[src/hdl/ready_queue_scheduler_macros.svh]
// Assertion macros used by the scheduler datapath.
`ifndef READY_QUEUE_SCHEDULER_MACROS_SVH
`define READY_QUEUE_SCHEDULER_MACROS_SVH

// Checked on every clock edge, reset included.
`define RQS_ASSERT(lbl, prop, msg) \
  lbl: assert property (@(posedge clk) (prop)) else $error(msg);

// Checked on every clock edge outside reset.
`define RQS_ASSERT_RST(lbl, prop, msg) \
  lbl: assert property (@(posedge clk) disable iff (!rst_n) (prop)) else $error(msg);

`endif

[src/hdl/rqs_pkg.sv]
// ----------------------------------------------------------------------------
// rqs_pkg
// Types, codes and constants of the ready-queue scheduler.
// ----------------------------------------------------------------------------
package rqs_pkg;

  localparam int QUEUE_DEPTH_DEF = 16;

  localparam logic [1:0] POL_FCFS  = 2'd0;
  localparam logic [1:0] POL_SJF   = 2'd1;
  localparam logic [1:0] POL_RR    = 2'd2;
  localparam logic [1:0] POL_AGING = 2'd3;

  localparam logic CMD_ADD  = 1'b0;
  localparam logic CMD_STEP = 1'b1;

  localparam logic REG_POLICY  = 1'b0;
  localparam logic REG_QUANTUM = 1'b1;

  localparam logic [7:0] QUANTUM_RST = 8'd2;

  typedef struct packed {
    logic       command;
    logic [7:0] job_id;
    logic [9:0] job_length;
    logic [9:0] sort_key;
  } in_t;

  typedef struct packed {
    logic       ran_valid;
    logic [7:0] ran_job;
    logic       job_finished;
    logic       add_rejected;
    logic [4:0] jobs_waiting;
  } out_t;

  typedef enum logic [2:0] {
    ST_IDLE,
    ST_POP,
    ST_RUN,
    ST_AGE,
    ST_MASK,
    ST_INSERT,
    ST_EMIT
  } state_t;

  typedef struct packed {
    logic ld;
    logic pop;
    logic run;
    logic age;
    logic mask;
    logic ins;
    logic emit;
  } dp_cmd_t;

endpackage

[src/hdl/rqs_ctrl.sv]
// ----------------------------------------------------------------------------
// rqs_ctrl
// Sequencer of the scheduler: steps one item through the datapath phases.
// ----------------------------------------------------------------------------
module rqs_ctrl (
  input  logic             clk,
  input  logic             rst_n,
  input  logic             in_valid,
  output logic             in_ready,
  input  logic             in_add,
  output logic             out_valid,
  input  logic             out_ready,
  output rqs_pkg::dp_cmd_t cmd
);
  import rqs_pkg::*;

  state_t state_r, state_nxt;
  logic   out_valid_r, out_valid_nxt;

  always_ff @(posedge clk) begin
    if (!rst_n) begin
      state_r     <= ST_IDLE;
      out_valid_r <= 1'b0;
    end else begin
      state_r     <= state_nxt;
      out_valid_r <= out_valid_nxt;
    end
  end

  always_comb begin
    state_nxt     = state_r;
    out_valid_nxt = out_valid_r && !out_ready;
    cmd           = '0;
    in_ready      = 1'b0;
    case (state_r)
      ST_IDLE: begin
        in_ready = 1'b1;
        if (in_valid) begin
          cmd.ld    = 1'b1;
          state_nxt = (in_add == CMD_ADD) ? ST_MASK : ST_POP;
        end
      end
      ST_POP: begin
        cmd.pop   = 1'b1;
        state_nxt = ST_RUN;
      end
      ST_RUN: begin
        cmd.run   = 1'b1;
        state_nxt = ST_AGE;
      end
      ST_AGE: begin
        cmd.age   = 1'b1;
        state_nxt = ST_MASK;
      end
      ST_MASK: begin
        cmd.mask  = 1'b1;
        state_nxt = ST_INSERT;
      end
      ST_INSERT: begin
        cmd.ins   = 1'b1;
        state_nxt = ST_EMIT;
      end
      ST_EMIT: begin
        // The result register is loaded only once the previous item is gone.
        if (!out_valid_r || out_ready) begin
          cmd.emit      = 1'b1;
          out_valid_nxt = 1'b1;
          state_nxt     = ST_IDLE;
        end
      end
      default: state_nxt = ST_IDLE;
    endcase
  end

  assign out_valid = out_valid_r;

endmodule

[src/hdl/rqs_datapath.sv]
// ----------------------------------------------------------------------------
// rqs_datapath
// Queue of waiting jobs, current job and result register.
// ----------------------------------------------------------------------------
`include "ready_queue_scheduler_macros.svh"

module rqs_datapath #(
  parameter int QUEUE_DEPTH = rqs_pkg::QUEUE_DEPTH_DEF
) (
  input  logic             clk,
  input  logic             rst_n,
  input  rqs_pkg::dp_cmd_t cmd,
  input  rqs_pkg::in_t     in_data,
  input  logic [1:0]       policy,
  input  logic [7:0]       quantum,
  output rqs_pkg::out_t    out_data
);
  import rqs_pkg::*;

  localparam int CW = $clog2(QUEUE_DEPTH + 1);

  logic [7:0]    q_id_r    [QUEUE_DEPTH];
  logic [9:0]    q_rem_r   [QUEUE_DEPTH];
  logic [9:0]    q_score_r [QUEUE_DEPTH];
  logic [CW-1:0] cnt_r;

  logic       cur_v_r;
  logic [7:0] cur_id_r;
  logic [9:0] cur_rem_r;
  logic [9:0] cur_score_r;
  logic [7:0] slice_r;

  logic       ins_pend_r, ins_sorted_r;
  logic [7:0] ins_id_r;
  logic [9:0] ins_rem_r, ins_score_r;
  logic       age_r;
  logic       ran_v_r, fin_r, rej_r;
  logic [7:0] ran_job_r;
  logic [QUEUE_DEPTH-1:0] mask_r;
  out_t       out_r;

  logic                   full;
  logic [QUEUE_DEPTH-1:0] shift_en, new_en;
  logic [7:0]             slice_inc, q_eff;
  logic [CW+4:0]          cnt_ext;

  assign full      = (cnt_r == CW'(QUEUE_DEPTH));
  assign slice_inc = (slice_r != 8'hFF) ? slice_r + 8'd1 : slice_r;
  assign q_eff     = (quantum == 8'd0) ? 8'd1 : quantum;
  assign cnt_ext   = {5'd0, cnt_r};

  // The new entry goes to the first slot that is not marked; later ones move up.
  always_comb begin
    logic seen;
    seen = 1'b0;
    for (int i = 0; i < QUEUE_DEPTH; i++) begin
      new_en[i]   = !seen && !mask_r[i];
      shift_en[i] = seen;
      seen        = seen || !mask_r[i];
    end
  end

  always_ff @(posedge clk) begin
    if (!rst_n) begin
      cnt_r      <= '0;
      cur_v_r    <= 1'b0;
      slice_r    <= 8'd0;
      ins_pend_r <= 1'b0;
    end else begin
      if (cmd.ld) begin
        ins_pend_r   <= (in_data.command == CMD_ADD) && !full;
        ins_sorted_r <= (policy == POL_SJF) || (policy == POL_AGING);
        ins_id_r     <= in_data.job_id;
        ins_rem_r    <= in_data.job_length;
        ins_score_r  <= in_data.sort_key;
        rej_r        <= (in_data.command == CMD_ADD) && full;
        ran_v_r      <= 1'b0;
        ran_job_r    <= 8'd0;
        fin_r        <= 1'b0;
        age_r        <= 1'b0;
      end
      if (cmd.pop && !cur_v_r && cnt_r != '0) begin
        cur_v_r     <= 1'b1;
        cur_id_r    <= q_id_r[0];
        cur_rem_r   <= q_rem_r[0];
        cur_score_r <= q_score_r[0];
        for (int i = 0; i < QUEUE_DEPTH - 1; i++) begin
          q_id_r[i]    <= q_id_r[i+1];
          q_rem_r[i]   <= q_rem_r[i+1];
          q_score_r[i] <= q_score_r[i+1];
        end
        cnt_r   <= cnt_r - CW'(1);
        slice_r <= 8'd0;
      end
      if (cmd.run && cur_v_r) begin
        ran_v_r   <= 1'b1;
        ran_job_r <= cur_id_r;
        ins_id_r    <= cur_id_r;
        ins_rem_r   <= cur_rem_r - 10'd1;
        ins_score_r <= cur_score_r;
        if (cur_rem_r <= 10'd1) begin
          fin_r     <= 1'b1;
          cur_v_r   <= 1'b0;
          cur_rem_r <= 10'd0;
          slice_r   <= 8'd0;
        end else begin
          cur_rem_r <= cur_rem_r - 10'd1;
          if (policy == POL_RR) begin
            if (slice_inc >= q_eff) begin
              slice_r <= 8'd0;
              if (!full) begin
                ins_pend_r   <= 1'b1;
                ins_sorted_r <= 1'b0;
                cur_v_r      <= 1'b0;
              end
            end else begin
              slice_r <= slice_inc;
            end
          end else if (policy == POL_AGING) begin
            age_r   <= 1'b1;
            slice_r <= 8'd0;
            if (!full) begin
              ins_pend_r   <= 1'b1;
              ins_sorted_r <= 1'b1;
              cur_v_r      <= 1'b0;
            end
          end
        end
      end
      if (cmd.age && age_r) begin
        for (int i = 0; i < QUEUE_DEPTH; i++) begin
          if (q_score_r[i] != 10'd0) q_score_r[i] <= q_score_r[i] - 10'd1;
        end
      end
      if (cmd.mask) begin
        for (int i = 0; i < QUEUE_DEPTH; i++) begin
          mask_r[i] <= (CW'(i) < cnt_r) && (!ins_sorted_r || q_score_r[i] < ins_score_r);
        end
      end
      if (cmd.ins && ins_pend_r) begin
        for (int i = 0; i < QUEUE_DEPTH; i++) begin
          if (new_en[i]) begin
            q_id_r[i]    <= ins_id_r;
            q_rem_r[i]   <= ins_rem_r;
            q_score_r[i] <= ins_score_r;
          end else if (shift_en[i] && i > 0) begin
            q_id_r[i]    <= q_id_r[i-1];
            q_rem_r[i]   <= q_rem_r[i-1];
            q_score_r[i] <= q_score_r[i-1];
          end
        end
        cnt_r      <= cnt_r + CW'(1);
        ins_pend_r <= 1'b0;
      end
      if (cmd.emit) begin
        out_r.ran_valid    <= ran_v_r;
        out_r.ran_job      <= ran_job_r;
        out_r.job_finished <= fin_r;
        out_r.add_rejected <= rej_r;
        out_r.jobs_waiting <= cnt_ext[4:0];
      end
    end
  end

  assign out_data = out_r;

  `RQS_ASSERT_RST(a_cnt_bound, cnt_r <= CW'(QUEUE_DEPTH), "queue count above depth")
  `RQS_ASSERT_RST(a_pop_loads, (cmd.pop && !cur_v_r && cnt_r != '0) |=> cur_v_r,
                  "pop did not load current job")
  `RQS_ASSERT_RST(a_ins_grows, (cmd.ins && ins_pend_r) |=> (cnt_r == $past(cnt_r) + CW'(1)),
                  "insert did not grow queue")
  `RQS_ASSERT_RST(a_rej_full, (cmd.ld && in_data.command == CMD_ADD && full) |=> !ins_pend_r,
                  "add to full queue was kept")

endmodule

[src/hdl/ready_queue_scheduler.sv]
// ----------------------------------------------------------------------------
// ready_queue_scheduler
// Phases: an add item runs load, mark, insert, emit; a step item runs load,
// pop, run, age, mark, insert, emit; emit may stall; one item at a time.
// Reset (synchronous, rst_n low): empty queue, no current job, FCFS, quantum 2.
// ----------------------------------------------------------------------------
module ready_queue_scheduler #(
  parameter int QUEUE_DEPTH = rqs_pkg::QUEUE_DEPTH_DEF
) (
  input  logic          clk,
  input  logic          rst_n,
  input  logic          in_valid,
  output logic          in_ready,
  input  rqs_pkg::in_t  in_data,
  output logic          out_valid,
  input  logic          out_ready,
  output rqs_pkg::out_t out_data,
  input  logic          cfg_psel,
  input  logic          cfg_penable,
  input  logic          cfg_pwrite,
  input  logic [2:0]    cfg_paddr,
  input  logic [31:0]   cfg_pwdata,
  output logic [31:0]   cfg_prdata,
  output logic          cfg_pready
);
  import rqs_pkg::*;

  logic [1:0] policy_r;
  logic [7:0] quantum_r;
  dp_cmd_t    cmd;
  logic       wr_en;

  assign cfg_pready = 1'b1;
  assign wr_en      = cfg_psel && cfg_penable && cfg_pwrite;

  always_ff @(posedge clk) begin
    if (!rst_n) begin
      policy_r  <= POL_FCFS;
      quantum_r <= QUANTUM_RST;
    end else if (wr_en) begin
      if (cfg_paddr[2] == REG_POLICY) policy_r <= cfg_pwdata[1:0];
      else quantum_r <= cfg_pwdata[7:0];
    end
  end

  assign cfg_prdata = (cfg_paddr[2] == REG_QUANTUM) ? {24'd0, quantum_r} : {30'd0, policy_r};

  rqs_ctrl u_ctrl (
    .clk       (clk),
    .rst_n     (rst_n),
    .in_valid  (in_valid),
    .in_ready  (in_ready),
    .in_add    (in_data.command),
    .out_valid (out_valid),
    .out_ready (out_ready),
    .cmd       (cmd)
  );

  rqs_datapath #(
    .QUEUE_DEPTH (QUEUE_DEPTH)
  ) u_dp (
    .clk      (clk),
    .rst_n    (rst_n),
    .cmd      (cmd),
    .in_data  (in_data),
    .policy   (policy_r),
    .quantum  (quantum_r),
    .out_data (out_data)
  );

endmodule

[config.mk]
export PLATFORM = sky130hd
export DESIGN_NAME = ready_queue_scheduler
export DESIGN_NICKNAME = d
export VERILOG_FILES = /design/src/hdl/rqs_pkg.sv /design/src/hdl/rqs_ctrl.sv /design/src/hdl/rqs_datapath.sv /design/src/hdl/ready_queue_scheduler.sv
export VERILOG_INCLUDE_DIRS = /design/src /design/src/hdl
export SDC_FILE = /design/constraint.sdc
export NUM_CORES = 2
export LEC_CHECK = 0
export BUFFER_PORTS_ARGS = -buffer_cell sky130_fd_sc_hd__buf_2
export CELL_PAD_IN_SITES_DETAIL_PLACEMENT = 0
export CELL_PAD_IN_SITES_GLOBAL_PLACEMENT = 1
export CORE_MARGIN = 5
export CORE_UTILIZATION = 45
export DETAILED_ROUTE_END_ITERATION = 8
export GPL_TIMING_DRIVEN = 0
export HOLD_SLACK_MARGIN = 0.03
export MAX_ROUTING_LAYER = met4
export PLACE_DENSITY = 0.76
export SLEW_MARGIN = 20
export SYNTH_ARGS = -nofsm -noshare
export SYNTH_HDL_FRONTEND = slang
export SYNTH_SLANG_ARGS = --single-unit
[constraint.sdc]
create_clock -name clk -period 5.3 [get_ports clk]
set_clock_uncertainty 0.2 [all_clocks]
set_input_delay 0.265 -clock clk [delete_from_list [all_inputs] [get_ports clk]]
set_output_delay 0.265 -clock clk [all_outputs]
set_load 0.01 [all_outputs]
# After elaboration in Yosys (flattened, before gate mapping)
# Memory sizes are Yosys's and may differ from the RTL's.
# Index checks and enable logic that the tools add are counted.
# totals
ff_bits	130
ram_bits	448
inputBits	71
out_inout_bits	51
word_cells	725
mem_count	3
# memory_table
name	words	word_bits	read_ports	rd_clocked_by_memory_dff	wr	line_no	rtl
u_dp.q_rem_r	16	10	16	0	16	rqs_datapath.sv:23	logic [9:0] q_rem_r [QUEUE_DEPTH];
u_dp.q_score_r	16	10	16	0	16	rqs_datapath.sv:24	logic [9:0] q_score_r [QUEUE_DEPTH];
u_dp.q_id_r	16	8	16	0	16	rqs_datapath.sv:22	logic [7:0] q_id_r [QUEUE_DEPTH];
# op_classes
n_addsub	20
magnitude_cmp	34
n_eq_ne	13
mux	380
bitwise	109
reduce_logical	140
# ops
cell	count
2-to-1 mux 10 bit	83
2-to-1 mux 8 bit	43
2-to-1 mux 1 bit	248
subtractor 10 x 1 -> 10 bit, second input constant	17
< comparator 10 bit	16
nonzero test 10 bit	16
OR 1 bit	106
logical AND 1 bit	41
< comparator 4 x 5 -> 1 bit, first input constant	8
zero test 1 bit	35
logical OR 1 bit	32
one-hot mux 3 bit (7 select lines)	1
< comparator 3 x 5 -> 1 bit, first input constant	4
AND reduction 2 bit	9
less-or-equal comparator 10 x 1 -> 1 bit, second input constant	1
< comparator 1 x 5 -> 1 bit, first input constant	2
< comparator 2 x 5 -> 1 bit, first input constant	2
2-to-1 mux 5 bit	2
== test 3 bit, second input constant	3
2-to-1 mux 3 bit	3
adder 8 x 1 -> 8 bit, second input constant	1
greater-or-equal comparator 8 bit	1
zero test 8 bit	1
inequality test 8 bit, second input constant	1
other kinds (14)	20

# Depth between registers and ports, before layout
# logic_depth
word_depth	23
mapped_depth	13
depth_no_buf	12

# By module
# Synthesis repeated with hierarchy kept, for this count alone.
# unflattened
hier_cells	3693
hier_area_um2	35260.1
# modules_own_cells
module	instances	cells_per_inst	area_each_um2
rqs_datapath	1	3585	34315.4
ready_queue_scheduler	1	80	703.2
rqs_ctrl	1	28	241.5

# Least setup slack after synthesis
# Ideal clock, no wire load.
# synth_path
path_type	reg-to-reg
start	register u_ctrl.state_r[2]
end	memory u_dp.q_score_r[2][0], in the netlist u_dp.q_score_r[0][20], enable pin
arrival_time_ps	3128
path_slack_ps	1655
stages_incl_launch_ff	9
path_buffers	4
synth_period_minus_slack_ps	3645
path_cell_list	dfxtp_1 > and4b_1 > buf_2 > nand2_2 > buf_4 > buf_2 > buf_2 > o21ai_0 > or2_2
# synth_lines
item	line_no	rtl
from (decl)	rqs_ctrl.sv:17	state_t state_r, state_nxt;
from (signal assigned)	rqs_ctrl.sv:25	state_r <= state_nxt;
to (decl)	rqs_datapath.sv:24	

==> impl_metrics.ini <==
[drt]
drt_first_pass_iters = 6
drc = 0
first_iter_violations = 3143
finalWirelength_um = 119000
num_vias = 29800
via_per_inst = 6.01
wl_per_cell_um = 24.0
postRouteAntennaNets = 0

[timing]
timing.hold.ws_ns = 0.0827
rsz0062_at_grt = false
max_clock_freq_ghz = 0.194
fin_crit_sh = 0.970
drv_slew = 0
slew_headroom = 0.198
worst_pin_slew_ns = 1.19
hold_violations = 0
setup_viol = 0
period_needed_ns = 5.14

[grt]
grt_usage = 0.286
grt_max_degree = 28
grt_pass1_vias = 29000
grt.overflow.total = 0
grt_pass1_wl_um = 179000
antenna_found_initial = 1

[synthesis]
yosysMostFrequentCell = nand2_1
yosysSeqAreaShare = 0.487
synthTopCellsByCount = nand2_1, edfxtp_1, a21oi_1
ys_async_sr_fraction = 0
ys_ff_latch = 578
postSynthCellCount = 3628
yosys_warnings = 0
netlist_area_um2 = 35000
yosys-top-cells-area = edfxtp_1, ha_1, nand2_1, a21oi_1, o21ai_0
ys_types = 76
synth_edf_count = 549
synthFlopType = edfxtp_1
syn_area_per_cell_um2 = 9.65
synth_top_area_share = 0.471
yosysTopAreaCell = edfxtp_1

[setup_path]
path_max_fanout = 18
path_cells = clkbuf_1, inv_1, ha_1, or4b_1, nand3b_1, or3_1, buf_2, buf_1, nand3_1
critPathKind = reg -> reg
max_stage_delay_ns = 0.89
worstPathRequired_ns = 5.21
arrival_ns = 5.05
crit_buf_inv = 4
endpoint_kind = flip-flop
cp-start-kind = flip-flop
critical-path-slowest-cell = buf_1
critPathTopFamily = simple AND/OR/NAND/NOR gates

[place]
gp_congestion = 0.922
dp_hpwl_um = 88500
io_buffers = 70
place_inst = 4774

[power_and_ir_drop]
seq_power_share = 0.477
leakagePower_nw = 14.7
power.share.clock = 0.466
p_sw_frac = 0.240
comb_power_share = 0.056
switchingPower_w = 0.00256
peakVddDrop_mv = 0.291
powerDensity_nw_per_um2 = 268
power.internal_w = 0.00811

[hold_path]
hold_path_class = in -> reg

[clock_network]
clock_path_buffers = 3
cts_made_buffers = 70
clock-sinks = 578
clkTransAtPathRegs_ns = 0.06
ctsRootBufferMaster = clkbuf_16
htreeDepth = 3
clock_latency_ns = 0.65
cts_tree = yes
cts_resized = 0

[cells_and_area]
fin_nets = 4102
fin_cells = 4952
drive_gt1_frac = 0.0823
areaGrowthSynthToFinish_pct = 13.7

[floorplanning]
die-area_um2 = 83500
rows = 102
die_h_um = 289
die_w_um = 289
pin_count = 122
coreArea_um2 = 77300
initial_core_util = 0.453

[run_status]
status = completed

[run]
maxCapViolations = 0
## worst register-to-register path: stages, from the launching register on
cell	delay (ns)
dfxtp_1	0.34
clkbuf_1	0.33
inv_1	0.22
ha_1	0.23
or4b_1	0.51
nand3b_1	0.13
or3_1	0.43
buf_2	0.44
buf_1	0.89
nand3_1	0.89
## power groups by stage
stage	sequential (W)	clock [W]	combinational, W
after CTS	0.00509	0.00501	0.000593
after floorplan	0.00515	0	0.000353
after global placement	0.00519	0	0.000540
final	0.00509	0.00498	0.000602
after global routing	0.00510	0.00519	0.000660
after detailed placement	0.00519	0	0.000564
## layout make-up
cell class,count,area (um2)
Inverter,72,270
Sequential cell,578,17100
Antenna cell,1,2.50
Timing Repair Buffer,134,1040
Fill cell,7270,37500
Multi-Input combinational cell,2735,16600
Clock buffer,79,1810
Tap cell,1040,1300
Buffer,266,1200
Clock inverter,47,522
## cells by family (layout without fill, tap and decap cells)
| kind of cell | Yosys count | after routing | share of synthesized area |
|---|---|---|---|
| buffers and inverters | 338 | 598 | 0.0418 |
| adder cells (fa/ha/maj) | 174 | 174 | 0.0622 |
| AND/OR/NAND/NOR | 1195 | 1195 | 0.155 |
| other | 2 | 26 | 0.000214 |
| multiplexers | 120 | 120 | 0.0346 |
| flip-flops | 578 | 578 | 0.487 |
| AO/OA/AOI/OAI | 1086 | 1086 | 0.185 |
| XOR/XNOR | 135 | 135 | 0.0338 |
## through the flow
stage / area (um2) / setup TNS [ns] / total power [W] / util / worst slack [ns]
global placement: 36800 / -0.471 / 0.00573 / 0.475 / -0.0477
global route: 39800 / 0 / 0.0109 / 0.515 / 0.110
finish: 39800 / 0 / 0.0107 / 0.515 / 0.158
CTS: 39800 / 0 / 0.0107 / 0.515 / 0.357
floorplan: 35100 / 0 / 0.00550 / - / 1.65
detailed placement: 37000 / 0 / 0.00575 / 0.478 / 0.399
## per-layer routing
metal | up-vias | track usage | wire length (um)
met1 | 14400 | 0.376 | 49400
met5 | - | - | 0
met4 | 0 | 0.106 | 4550
li1 | 13900 | - | -
met3 | 260 | 0.0443 | 9500
met2 | 1293 | 0.452 | 55200
## placed cells by master (no fill, tap or decap), types with 21 or more instances in the layout
cell,count
a211oi_1,62
edfxtp_1,549
nor4_1,28
ha_1,174
buf_4,40
clkbuf_1,170
a21o_1,37
clkbuf_16,71
nand2b_1,33
nand2_1,557
buf_2,119
o21ai_0,264
a31oi_1,35
xnor2_1,69
a21oi_1,344
dlygate4sd3_1,51
nand4_1,24
dfxtp_1,29
a22oi_1,60
or3_1,40
conb_1,25
nor2_1,291
mux2i_1,111
nor3_1,61
nand3_1,35
xor2_1,66
inv_1,64
o22ai_1,164
and2_1,21
## flip-flops by register name (all words and copies together) (netlist names), 10 cells and up
| name | cells |
|---|---|
| u_dp.cur_rem_r | 10 |
| u_dp.cur_score_r | 10 |
| u_dp.ins_rem_r | 10 |
| u_dp.ins_score_r | 10 |
| u_dp.mask_r | 16 |
| u_dp.out_data | 16 |
| u_dp.q_id_r | 128 |
| u_dp.q_rem_r | 160 |
| u_dp.q_score_r | 160 |
## final timing paths
check | start | end | slack, ns | depth (start not counted)
setup reg to reg | u_dp.cnt_r[1]$_SDFFE_PN0P_ | u_dp.q_id_r[0][75]$_DFFE_PP_ | 0.16 | 9
hold reg to reg | u_dp.ran_job_r[3]$_SDFFCE_PN0P_ | u_dp.out_data[10]$_DFFE_PP_ | 0.22 | 0
setup / recovery | u_dp.cnt_r[1]$_SDFFE_PN0P_ | u_dp.q_id_r[0][75]$_DFFE_PP_ | 0.16 | 9
hold / removal | cfg_penable | quantum_r[0]$_SDFFE_PN0P_ | 0.08 | 4
## what timing repair did
item,in CTS,in global routing
setup buffers,0,0
hold buffers,51,0
endpoints found under the hold margin,51,0
(Power assumes the default switching activity.)
